## config.mk

```make
export PLATFORM = sky130hd
export DESIGN_NAME = heap_profile_record_parser_core
export DESIGN_NICKNAME = d
export VERILOG_FILES = /design/src/hw/rtl/hprp_pkg.sv /design/src/hw/rtl/hprp_out_buf.sv /design/src/hw/rtl/heap_profile_record_parser_core.sv
export SDC_FILE = /design/constraint.sdc
export NUM_CORES = 2
export LEC_CHECK = 0
export BUFFER_PORTS_ARGS = -buffer_cell sky130_fd_sc_hd__buf_2
export CORE_MARGIN = 4
export CORE_UTILIZATION = 45
export CTS_CLUSTER_DIAMETER = 40
export CTS_CLUSTER_SIZE = 20
export DETAILED_ROUTE_END_ITERATION = 10
export HOLD_SLACK_MARGIN = 0.08
export PLACE_DENSITY_LB_ADDON = 0.05
export REMOVE_ABC_BUFFERS = 1
export SLEW_MARGIN = 10
export SYNTH_ARGS = -nofsm -noshare
export SYNTH_HDL_FRONTEND = slang
export SYNTH_SLANG_ARGS = --single-unit
export TNS_END_PERCENT = 50
```

## constraint.sdc

```tcl
create_clock -name clk -period 6.38 [get_ports clk]
set_input_delay 0.319 -clock clk [delete_from_list [all_inputs] [get_ports clk]]
set_output_delay 0.319 -clock clk [all_outputs]
set_load 0.05 [all_outputs]
```

## src/hw/rtl/hprp_pkg.sv

```systemverilog
`default_nettype none
package hprp_pkg;

  localparam int HeaderBytesDef = 31;

  localparam logic [2:0] K_HEADER  = 3'd0;
  localparam logic [2:0] K_START   = 3'd1;
  localparam logic [2:0] K_FIELD   = 3'd2;
  localparam logic [2:0] K_STRBYTE = 3'd3;
  localparam logic [2:0] K_END     = 3'd4;
  localparam logic [2:0] K_ERROR   = 3'd5;

  localparam logic [2:0] E_NO_NUL   = 3'd1;
  localparam logic [2:0] E_SHORT    = 3'd2;
  localparam logic [2:0] E_TRUNC    = 3'd3;
  localparam logic [2:0] E_BAD_ID   = 3'd4;

  localparam logic [7:0] TAG_UTF8    = 8'h01;
  localparam logic [7:0] TAG_LOAD    = 8'h02;
  localparam logic [7:0] TAG_UNLOAD  = 8'h03;
  localparam logic [7:0] TAG_FRAME   = 8'h04;
  localparam logic [7:0] TAG_SUMMARY = 8'h07;
  localparam logic [7:0] TAG_START   = 8'h0A;
  localparam logic [7:0] TAG_END     = 8'h0B;
  localparam logic [7:0] TAG_CONTROL = 8'h0E;
  localparam logic [7:0] TAG_DUMPEND = 8'h2C;

  localparam logic [3:0] ID_CODE = 4'd9;

  typedef struct packed {
    logic [2:0]  kind;
    logic [7:0]  tag;
    logic [2:0]  fnum;
    logic [63:0] value;
    logic [31:0] rtime;
    logic [31:0] plen;
    logic        ok;
    logic [2:0]  err;
  } result_t;

  // Byte size code of one layout slot; ID_CODE stands for the id size, 0 ends it.
  function automatic logic [3:0] layout_slot(input logic [7:0] tag, input logic [2:0] pos);
    logic [3:0] s;
    s = 4'd0;
    case (tag)
      TAG_UTF8:    s = (pos == 3'd0) ? ID_CODE : 4'd0;
      TAG_LOAD: begin
        case (pos)
          3'd0, 3'd2: s = 4'd4;
          3'd1, 3'd3: s = ID_CODE;
          default:    s = 4'd0;
        endcase
      end
      TAG_UNLOAD, TAG_END: s = (pos == 3'd0) ? 4'd4 : 4'd0;
      TAG_FRAME: begin
        case (pos)
          3'd0, 3'd1, 3'd2, 3'd3: s = ID_CODE;
          3'd4, 3'd5:             s = 4'd4;
          default:                s = 4'd0;
        endcase
      end
      TAG_SUMMARY: begin
        case (pos)
          3'd0, 3'd1: s = 4'd4;
          3'd2, 3'd3: s = 4'd8;
          default:    s = 4'd0;
        endcase
      end
      TAG_START: begin
        case (pos)
          3'd0, 3'd2:             s = 4'd4;
          3'd1, 3'd3, 3'd4, 3'd5: s = ID_CODE;
          default:                s = 4'd0;
        endcase
      end
      TAG_CONTROL: begin
        case (pos)
          3'd0:    s = 4'd4;
          3'd1:    s = 4'd2;
          default: s = 4'd0;
        endcase
      end
      default: s = 4'd0;
    endcase
    return s;
  endfunction

endpackage
`default_nettype wire

```

## src/hw/rtl/hprp_out_buf.sv

```systemverilog
`default_nettype none
module hprp_out_buf
  import hprp_pkg::*;
(
  input  wire logic    clk,
  input  wire logic    rst_n,
  input  wire logic    push,
  input  wire logic    two,
  input  var  result_t r0,
  input  var  result_t r1,
  output logic         can_take,
  output logic         out_valid,
  input  wire logic    out_stall,
  output result_t      out_r,
  output logic         out_last
);

  // Four-entry queue; a push of up to two words is allowed while two slots are free.
  result_t     q_r [4];
  logic        l_r [4];
  logic [1:0]  rd_r, rd_nxt;
  logic [2:0]  cnt_r, cnt_nxt;
  logic [1:0]  wr;
  logic        pop;
  logic [2:0]  npush;

  assign pop       = (cnt_r != 3'd0) && !out_stall;
  assign npush     = push ? (two ? 3'd2 : 3'd1) : 3'd0;
  assign can_take  = (cnt_r - (pop ? 3'd1 : 3'd0)) <= 3'd2;
  assign wr        = rd_r + cnt_r[1:0];
  assign out_valid = cnt_r != 3'd0;
  assign out_r     = q_r[rd_r];
  assign out_last  = l_r[rd_r];

  always_comb begin
    rd_nxt  = rd_r + (pop ? 2'd1 : 2'd0);
    cnt_nxt = cnt_r - (pop ? 3'd1 : 3'd0) + npush;
  end

  always_ff @(posedge clk) begin
    if (!rst_n) begin
      rd_r  <= 2'd0;
      cnt_r <= 3'd0;
    end else begin
      rd_r  <= rd_nxt;
      cnt_r <= cnt_nxt;
    end
    if (push) begin
      q_r[wr] <= r0;
      l_r[wr] <= !two;
      if (two) begin
        q_r[wr + 2'd1] <= r1;
        l_r[wr + 2'd1] <= 1'b1;
      end
    end
  end

endmodule
`default_nettype wire

```

## src/hw/rtl/heap_profile_record_parser_core.sv

```systemverilog
// Result path: an accepted byte passes one input stage, then a four-word output
// queue, before its results appear on out_.
// Throughput: one byte per cycle while the result side keeps up; each byte
// gives zero to two words, and the queue sets the back pressure.
// Reset (rst_n low, synchronous) returns the parser to the file header.
`default_nettype none
module heap_profile_record_parser_core
  import hprp_pkg::*;
#(
  parameter int HEADER_BYTES = HeaderBytesDef
) (
  input  wire logic        clk,
  input  wire logic        rst_n,
  input  wire logic        in_valid,
  output logic             in_stall,
  input  wire logic [7:0]  in_data_byte,
  input  wire logic        in_end_of_stream,
  output logic             out_valid,
  input  wire logic        out_stall,
  output logic [2:0]       out_result_kind,
  output logic [7:0]       out_record_tag,
  output logic [2:0]       out_field_number,
  output logic [63:0]      out_field_value,
  output logic [31:0]      out_record_time,
  output logic [31:0]      out_payload_length,
  output logic             out_length_ok,
  output logic [2:0]       out_error_code,
  output logic             out_last_of_run
);

  typedef enum logic [4:0] {
    PH_HEADER  = 5'b00001,
    PH_TAG     = 5'b00010,
    PH_RECHDR  = 5'b00100,
    PH_PAYLOAD = 5'b01000,
    PH_HALT    = 5'b10000
  } phase_t;

  localparam logic [5:0] NUL_NONE = 6'd63;
  localparam logic [5:0] NUL_LIMIT = 6'(HEADER_BYTES - 13);
  localparam logic [5:0] HDR_LAST = 6'(HEADER_BYTES);

  phase_t      ph_r, ph_nxt;
  logic [5:0]  hpos_r, hpos_nxt;
  logic [5:0]  nul_r, nul_nxt;
  logic [3:0]  idb_r, idb_nxt;
  logic [7:0]  tag_r, tag_nxt;
  logic [3:0]  rhc_r, rhc_nxt;
  logic [31:0] time_r, time_nxt;
  logic [31:0] left_r, left_nxt;
  logic [63:0] sh_r, sh_nxt;
  logic [3:0]  fbc_r, fbc_nxt;
  logic [2:0]  fpos_r, fpos_nxt;

  logic        in_v_r;
  logic [7:0]  b_r;
  logic        last_r;

  logic        can_take, take, push, two;
  result_t     r0, r1, qo;
  logic [1:0]  n;

  logic [5:0]  off;
  logic [63:0] shb;
  logic [31:0] lenb;
  logic [34:0] id2, id4;
  logic        ok;
  logic [3:0]  slot, sz;
  logic [3:0]  fbc_inc;
  logic [31:0] left_dec;

  // The input stage holds one byte; it is consumed when the queue has room.
  assign take     = in_v_r && can_take;
  assign in_stall = in_v_r && !can_take;
  assign push     = take && (n != 2'd0);
  assign two      = n == 2'd2;

  always_ff @(posedge clk) begin
    if (!rst_n) begin
      in_v_r <= 1'b0;
    end else if (in_valid && !in_stall) begin
      in_v_r <= 1'b1;
    end else if (take) begin
      in_v_r <= 1'b0;
    end
    if (in_valid && !in_stall) begin
      b_r    <= in_data_byte;
      last_r <= in_end_of_stream;
    end
  end

  assign off  = hpos_r - nul_r;
  assign shb  = {sh_r[55:0], b_r};
  assign lenb = {left_r[23:0], b_r};
  assign id2  = 35'd8 + {30'd0, idb_r, 1'b0};
  assign id4  = 35'd8 + {29'd0, idb_r, 2'b0};
  assign slot = layout_slot(tag_r, fpos_r);
  assign sz   = (slot == ID_CODE) ? idb_r : slot;
  assign fbc_inc  = fbc_r + 4'd1;
  assign left_dec = left_r - 32'd1;

  always_comb begin
    case (tag_r)
      TAG_UTF8:    ok = lenb >= {28'd0, idb_r};
      TAG_LOAD:    ok = {3'd0, lenb} >= id2;
      TAG_UNLOAD:  ok = lenb == 32'd4;
      TAG_FRAME:   ok = {3'd0, lenb} == id4;
      TAG_SUMMARY: ok = lenb == 32'd24;
      TAG_START:   ok = {3'd0, lenb} == id4;
      TAG_END:     ok = lenb == 32'd4;
      TAG_CONTROL: ok = lenb == 32'd6;
      TAG_DUMPEND: ok = lenb == 32'd0;
      default:     ok = 1'b1;
    endcase
  end

  always_comb begin
    result_t base;
    result_t em;
    logic    halt;
    logic    closed;
    base     = '0;
    base.tag = tag_r;
    em       = base;
    halt     = 1'b0;
    closed   = 1'b0;
    n        = 2'd0;
    r0       = base;
    r1       = base;
    ph_nxt   = ph_r;
    hpos_nxt = hpos_r;
    nul_nxt  = nul_r;
    idb_nxt  = idb_r;
    tag_nxt  = tag_r;
    rhc_nxt  = rhc_r;
    time_nxt = time_r;
    left_nxt = left_r;
    sh_nxt   = sh_r;
    fbc_nxt  = fbc_r;
    fpos_nxt = fpos_r;
    case (ph_r)
      PH_HEADER: begin
        if (nul_r == NUL_NONE) begin
          if (b_r == 8'd0) begin
            nul_nxt = hpos_r;
          end else if (hpos_r >= NUL_LIMIT) begin
            em.kind = K_ERROR;
            em.err  = E_NO_NUL;
            halt    = 1'b1;
          end
        end else if (off >= 6'd1 && off <= 6'd12) begin
          sh_nxt = shb;
          if (off == 6'd4) begin
            if (shb == 64'd0 || shb > 64'd8) begin
              em.kind = K_ERROR;
              em.err  = E_BAD_ID;
              halt    = 1'b1;
            end else begin
              idb_nxt  = shb[3:0];
              em.kind  = K_HEADER;
              em.value = shb;
              n        = 2'd1;
              sh_nxt   = '0;
            end
          end else if (off == 6'd12) begin
            em.kind  = K_HEADER;
            em.fnum  = 3'd1;
            em.value = shb;
            n        = 2'd1;
            sh_nxt   = '0;
          end
        end
        if (halt) begin
          n        = 2'd1;
          r0       = em;
          ph_nxt   = PH_HALT;
        end else begin
          if (n != 2'd0) r0 = em;
          hpos_nxt = hpos_r + 6'd1;
          if (hpos_nxt >= HDR_LAST) begin
            ph_nxt = PH_TAG;
            closed = 1'b1;
          end
        end
      end
      PH_TAG: begin
        tag_nxt  = b_r;
        rhc_nxt  = 4'd0;
        time_nxt = '0;
        left_nxt = '0;
        ph_nxt   = PH_RECHDR;
        if (last_r) begin
          r0.tag  = b_r;
          r0.kind = K_ERROR;
          r0.err  = E_TRUNC;
          n       = 2'd1;
          ph_nxt  = PH_HALT;
          halt    = 1'b1;
        end
      end
      PH_RECHDR: begin
        if (rhc_r < 4'd4) time_nxt = {time_r[23:0], b_r};
        else left_nxt = lenb;
        rhc_nxt = rhc_r + 4'd1;
        if (rhc_nxt == 4'd8) begin
          r0.kind  = K_START;
          r0.rtime = time_r;
          r0.plen  = lenb;
          r0.ok    = ok;
          n        = 2'd1;
          fpos_nxt = '0;
          fbc_nxt  = '0;
          sh_nxt   = '0;
          if (tag_r == TAG_LOAD && !ok) begin
            r1.kind = K_ERROR;
            r1.err  = E_SHORT;
            n       = 2'd2;
            ph_nxt  = PH_HALT;
            halt    = 1'b1;
          end else if (lenb == 32'd0) begin
            ph_nxt = PH_TAG;
            closed = 1'b1;
          end else begin
            ph_nxt = PH_PAYLOAD;
          end
        end
      end
      PH_PAYLOAD: begin
        left_nxt = left_dec;
        if (tag_r == TAG_UTF8 && fpos_r >= 3'd1) begin
          r0.kind  = K_STRBYTE;
          r0.fnum  = 3'd1;
          r0.value = {56'd0, b_r};
          n        = 2'd1;
        end else if (sz != 4'd0) begin
          sh_nxt  = shb;
          fbc_nxt = fbc_inc;
          if (fbc_inc >= sz) begin
            r0.kind  = K_FIELD;
            r0.fnum  = fpos_r;
            r0.value = shb;
            n        = 2'd1;
            fpos_nxt = fpos_r + 3'd1;
            fbc_nxt  = '0;
            sh_nxt   = '0;
          end
        end
        if (left_dec == 32'd0) begin
          ph_nxt = PH_TAG;
          closed = 1'b1;
        end
      end
      default: begin
      end
    endcase
    if (ph_r != PH_HALT && !halt && last_r) begin
      em      = base;
      em.tag  = tag_nxt;
      em.kind = closed ? K_END : K_ERROR;
      em.err  = closed ? 3'd0 : E_TRUNC;
      ph_nxt  = PH_HALT;
      if (n == 2'd0) r0 = em;
      else r1 = em;
      n = n + 2'd1;
    end
  end

  always_ff @(posedge clk) begin
    if (!rst_n) begin
      ph_r   <= PH_HEADER;
      hpos_r <= '0;
      nul_r  <= NUL_NONE;
      idb_r  <= '0;
      tag_r  <= '0;
      rhc_r  <= '0;
      time_r <= '0;
      left_r <= '0;
      sh_r   <= '0;
      fbc_r  <= '0;
      fpos_r <= '0;
    end else if (take) begin
      ph_r   <= ph_nxt;
      hpos_r <= hpos_nxt;
      nul_r  <= nul_nxt;
      idb_r  <= idb_nxt;
      tag_r  <= tag_nxt;
      rhc_r  <= rhc_nxt;
      time_r <= time_nxt;
      left_r <= left_nxt;
      sh_r   <= sh_nxt;
      fbc_r  <= fbc_nxt;
      fpos_r <= fpos_nxt;
    end
  end

  hprp_out_buf u_obuf (
    .clk       (clk),
    .rst_n     (rst_n),
    .push      (push),
    .two       (two),
    .r0        (r0),
    .r1        (r1),
    .can_take  (can_take),
    .out_valid (out_valid),
    .out_stall (out_stall),
    .out_r     (qo),
    .out_last  (out_last_of_run)
  );

  assign out_result_kind    = qo.kind;
  assign out_record_tag     = qo.tag;
  assign out_field_number   = qo.fnum;
  assign out_field_value    = qo.value;
  assign out_record_time    = qo.rtime;
  assign out_payload_length = qo.plen;
  assign out_length_ok      = qo.ok;
  assign out_error_code     = qo.err;

endmodule
`default_nettype wire

```

# --- Yosys cells after proc, flatten, opt, wreduce, memory -nomap -nowiden ---
# Memory sizes are Yosys's and may differ from the RTL's. A register that Yosys moved wholly into a read port is not among the register bits.
# Cells that the tools add are included.
word_totals:
  wordCells: 280
  ramBits: 588
  mem_count: 2
  reg_bits: 175
  input_bits: 13
classes:
  bitwise: 3
  eq_ne: 40
  order_cmp: 11
  n_mux: 142
  addsub: 14
  reduce_logical: 52
memory_table:
  columns: ["name", "words", "width", "rd", "rd_ports_with_merged_regs", "write_ports", "line_no", "rtl"]
  rows:
  - ["u_obuf.q_r", 4, 146, 1, 1, 2, "hprp_out_buf.sv:19", "result_t q_r [4];"]
  - ["u_obuf.l_r", 4, 1, 1, 1, 2, "hprp_out_buf.sv:20", "logic l_r [4];"]
ops:
  columns: ["cell", "n"]
  rows:
  - ["$mux 146", 6]
  - ["$mux 67", 9]
  - ["$mux 56", 9]
  - ["$pmux 56 s3", 1]
  - ["$pmux 67 s2", 1]
  - ["$mux 65", 2]
  - ["$pmux 65 s2", 1]
  - ["$mux 64", 2]
  - ["$pmux 32 s3", 1]
  - ["$eq 32x3->1 const B", 2]
  - ["$gt 64x4->1 const B", 1]
  - ["$logic_not 32->1", 2]
  - ["$logic_not 64->1", 1]
  - ["$mux 32", 2]
  - ["$pmux 32 s2", 1]
  - ["$mux 3", 20]
  - ["$pmux 4 s2", 6]
  - ["$mux 2", 19]
  - ["$mux 1", 35]
  - ["$mux 5", 7]
  - ["$eq 32x5->1 const B", 1]
  - ["$eq 32x7->1", 1]
  - ["$ge 32x4->1", 1]
  - ["$ge 32x6->1", 1]
  - ["other kinds (69)", 130]

# --- Longest topological paths before layout ---
depth:
  depth_word: 17
  depth_mapped: 26
  ltp_nobuf: 25

# --- Cells and area by module ---
# From an unflattened synthesis, not the netlist that was laid out.
unflattened:
  hier_cells: 2743
  area_unflattened_um2: 39332.7
by_module_without_submodules:
  columns: ["module", "cells_per_inst", "n_inst", "area_per_inst_um2", "seq_area_each_um2"]
  rows:
  - ["hprp_out_buf", 1467, 1, 28862.7, 17717.0]
  - ["heap_profile_record_parser_core", 1276, 1, 10470.0, 3493.4]

# --- Worst setup path before layout ---
# No wires, ideal clock.
synth_path:
  path_type: "reg-to-reg"
  from: "reg tag_r[2]"
  to: "mem u_obuf.q_r[3][0] (netlist bit), enable pin"
  period_less_slack_ps: 5366
  arrival_ps: 5016
  slack_ps: 1014
  path_stages_with_launch: 23
  cell_sequence: "dfxtp_1 > clkbuf_1 > or4b_2 > o21ai_0 > nand2_1 > a21oi_1 > nor2_1 > nor2_1 > ha_1 > nand2b_1 > a2111oi_1 > or3_1 > clkbuf_1 > a211oi_1 > nand4bb_1 > nor3_1 > ha_1 > nand2_1 > a21oi_4 > nand3_1 > buf_2 > buf_2 > nand2_1"
synth_rtl:
  columns: ["element", "line_no", "rtl"]
  rows:
  - ["start, declared", "heap_profile_record_parser_core.sv:47", "logic [7:0] tag_r, tag_nxt;"]
  - ["start signal, assigned", "heap_profile_record_parser_core.sv:286", "tag_r <= tag_nxt;"]
  - ["end, declared", "hprp_out_buf.sv:19", null]

==> run_results.csv <==
group,metric,value,unit
routing,drt_iter0_drc,2018,
logic_synthesis,muxShareOfSynthArea,10.4,%
clock_tree,cts_tree,"yes",
clock_tree,cts-root-buf,"clkbuf_16",
critical_path,max_stage_delay,0.72,ns
global_routing,grt_max_degree,117,
timing,hold_violations,0,
timing,fmax,0.169,GHz
timing,layout_min_cycle_time,5.93,ns
outcome,status,"complete, no violations",
die,core,0.0732,mm2
timing,rsz0062_at_grt,"false",
logic_synthesis,synth_top_family_by_area,"simple AND/OR/NAND/NOR gates",
routing,routed.top_layer,"met4",
timing,worst_slack,0.452,ns
layout,final_nets,3534,
clock_tree,cts_max_level,3,
die,die_h,280,um
routing,detailroute.wirelength.met3,5.16,mm
routing,drc,0,
clock_tree,cts.path.max_buffers,3,
logic_synthesis,synthXorXnorAreaFrac,1.08,%
global_routing,grt_pass1_wl,160,mm
timing,timing.hold.ws,0.163,ns
place,placed_area,0.0347,mm2
timing,relSlewSlack,19.8,%
logic_synthesis,yosysWarnings,0,
logic_synthesis,synth_ff_type,"dfxtp_1",
logic_synthesis,synthTopCellsByCount,"dfxtp_1, nand3_1, o21ai_1",
critical_path,cp_slowest_cell,"or4b_2",
worst_hold_path,min_path_type,"input pin to flop",
power,powerDensity,343,mW/mm2
global_routing,grt_pass1_vias,27600,
layout,final_area,0.0390,mm2
place,portBuffers,161,
logic_synthesis,yosys.area_share.simple,18.1,%
clock_tree,cts_post_setup_buffers_inserted,0,
job,cap_viol_max_count,0,
logic_synthesis,yosys.area_share.adder,1.59,%
layout,diodes,0,
logic_synthesis,synth-seq-area-share,47.5,%
critical_path,crit_fanout,102,
critical_path,worstSetupEndpointType,"flop",
die,io_pins,162,
die,die_x,280,um
clock_tree,cts_sinks,763,
logic_synthesis,synth.avg_cell_area,9.69,um2
routing,avgViaCountPerCell,6.03,
timing,slew_violations,0,
place,gp_congestion,0.892,
critical_path,critPathLaunchType,"flop",
logic_synthesis,synth_top_area_cell,"dfxtp_1",
power,p_leak,13.6,nW
global_routing,grt_use_total,25.6,%
clock_tree,hold_buffers,10,
routing,drtAntennaViolNets,0,
logic_synthesis,synthArstFlopShare,0,%
logic_synthesis,synth-compound-area-share,15.9,%
logic_synthesis,synth_edf_count,57,
critical_path,required,6.76,ns
critical_path,crit_type,"flop to flop",
critical_path,r2r_slack,0.45,ns
logic_synthesis,post-synth-top-count-cell,"dfxtp_1",
power,vdd_drop_max,0.276,mV
place,place_inst,4311,
clock_tree,clkTransAtPathRegs,0.05,ns
global_routing,globalRouteOverflowTotal,0,
logic_synthesis,ys_top_cells_by_area,"dfxtp_1, mux4_2, nand3_1",
logic_synthesis,synthCells,3443,
logic_synthesis,syn_area,0.0334,mm2
die,rows,99,
clock_tree,ctsResizeCount,0,
die,die_area,0.0786,mm2
routing,dr_wl_met2,49.6,mm
power,p_total,13.4,mW
logic_synthesis,synth_top_area_share,42.4,%
routing,wl_met1,45.7,mm
routing,vias,27400,
layout,drive_above_1_share,18.1,%
place,dp_slack,0.535,ns
routing,wire_per_inst,22.6,um
routing,drt_first_pass_iters,7,
layout,stdcell_count,4541,
timing,fin_crit_sh,92.9,%
routing,drt-total-wl,103,mm
clock_tree,clk_latency,0.68,ns
clock_tree,cts_buffers,116,
place,hpwlAfterDp,62.4,mm
timing,tightest_slew,1.19,ns
timing,setup_viol,0,
layout,syn_to_final_growth,17.0,%
global_routing,antenna_found_initial,0,
critical_path,arrival,6.30,ns
die,start_util,45.6,%
timing,fin_skew,0.0597,ns
logic_synthesis,ys_seq_elements,763,
logic_synthesis,ys_types,88,
critical_path,crit_chain,"or4b_2 -> o21ai_0 -> nand2_1 -> a21oi_1 -> nor2_1 -> nor2_1 -> ha_1 -> nand2b_1 -> a2111oi_1 -> buf_4 -> or3_1 -> a211oi_1 -> nand4bb_1 -> nor3_1 -> ha_1 -> nand2_1 -> a21oi_4 -> nand3_4 -> buf_12 -> o21ai_2 -> a22o_1",
==> cells in the final DEF (no fill, tap or decap), types with 40 or more instances in the layout <==
cell         n
nand3_1    557
nor2_1      73
buf_4       57
o21ai_1    313
nor2b_1    125
ha_1        40
nand2_1    215
a22oi_1    100
clkbuf_16  119
o21ai_0    279
edfxtp_1    57
dfxtp_1    704
mux4_2     147
buf_2      160
==> worst paths after layout <==
kind	end	depth (start not counted)	start
hold reg to reg	u_obuf.q_r[3][106]	2	u_obuf.q_r[3][106]
hold / removal	ph_r[0]	2	rst_n
setup / recovery	u_obuf.q_r[1][140]	21	tag_r[3]
setup reg to reg	u_obuf.q_r[1][140]	21	tag_r[3]
==> area by class of cell <==
type,instances,area [um2]
Timing Repair Buffer,250,1790
Clock buffer,132,3110
Tap cell,959,1200
Fill cell,6560,34200
Sequential cell,763,15900
Clock inverter,88,1110
Inverter,35,131
Multi-Input combinational cell,2314,15800
==> per-stage QoR <==
| step | setup TNS [ns] | utilization, % |
|---|---|---|
| finish | 0 | 53.3 |
| global route | 0 | 53.3 |
| CTS | 0 | 53.3 |
| detailed placement | 0 | 47.4 |
| global placement | 0 | 47.4 |
| floorplan | -3111.12 | - |
==> flip-flops by register name, indices dropped and copies added (netlist names) <==
register / count
u_obuf.q_r: 584
nul_r: 6
fpos_r: 3
fbc_r: 4
in_v_r: 1
b_r: 8
last_r: 1
u_obuf.cnt_r: 3
sh_r: 56
u_obuf.l_r: 4
hpos_r: 6
ph_r: 5
idb_r: 4
left_r: 32
tag_r: 8
rhc_r: 4
time_r: 32
u_obuf.rd_r: 2
==> layer usage <==
| metal | GRT usage (%) | up-vias |
|---|---|---|
| li1 | - | 12800 |
| met1 | 34.7 | 13700 |
| met2 | 43.4 | 772 |
| met3 | 3.53 | 145 |
| met4 | 6.98 | 0 |
| met5 | 0 | - |
==> power by group <==
group	leakage, nW	internal (mW)	switching [mW]
Combinational	5.33	0.540	1.15
Clock	2.03	4.22	2.48
Sequential	6.25	4.90	0.103
Total	13.6	9.66	3.73
==> worst max-delay path, delay by kind of cell, from the launching register on <==
kind                       cells  cell delay (ns)
AOI/OAI and AO/OA              7             1.80
adders and majority gates      2             0.51
buffers and inverters          2             0.70
DFF                            1             0.42
and+or+nand+nor               10             2.20
==> logic make-up (layout without fill, tap and decap cells) <==
| group | after synthesis | in the layout |
|---|---|---|
| and+or+nand+nor | 1171 | 1171 |
| adders and majority gates | 42 | 42 |
| buffers and inverters | 366 | 505 |
| DFF | 763 | 763 |
| xor gates and xnor gates | 41 | 41 |
| AOI/OAI and AO/OA | 897 | 897 |
| muxes | 163 | 163 |
Note: power is estimated with default switching activity, not from simulation.
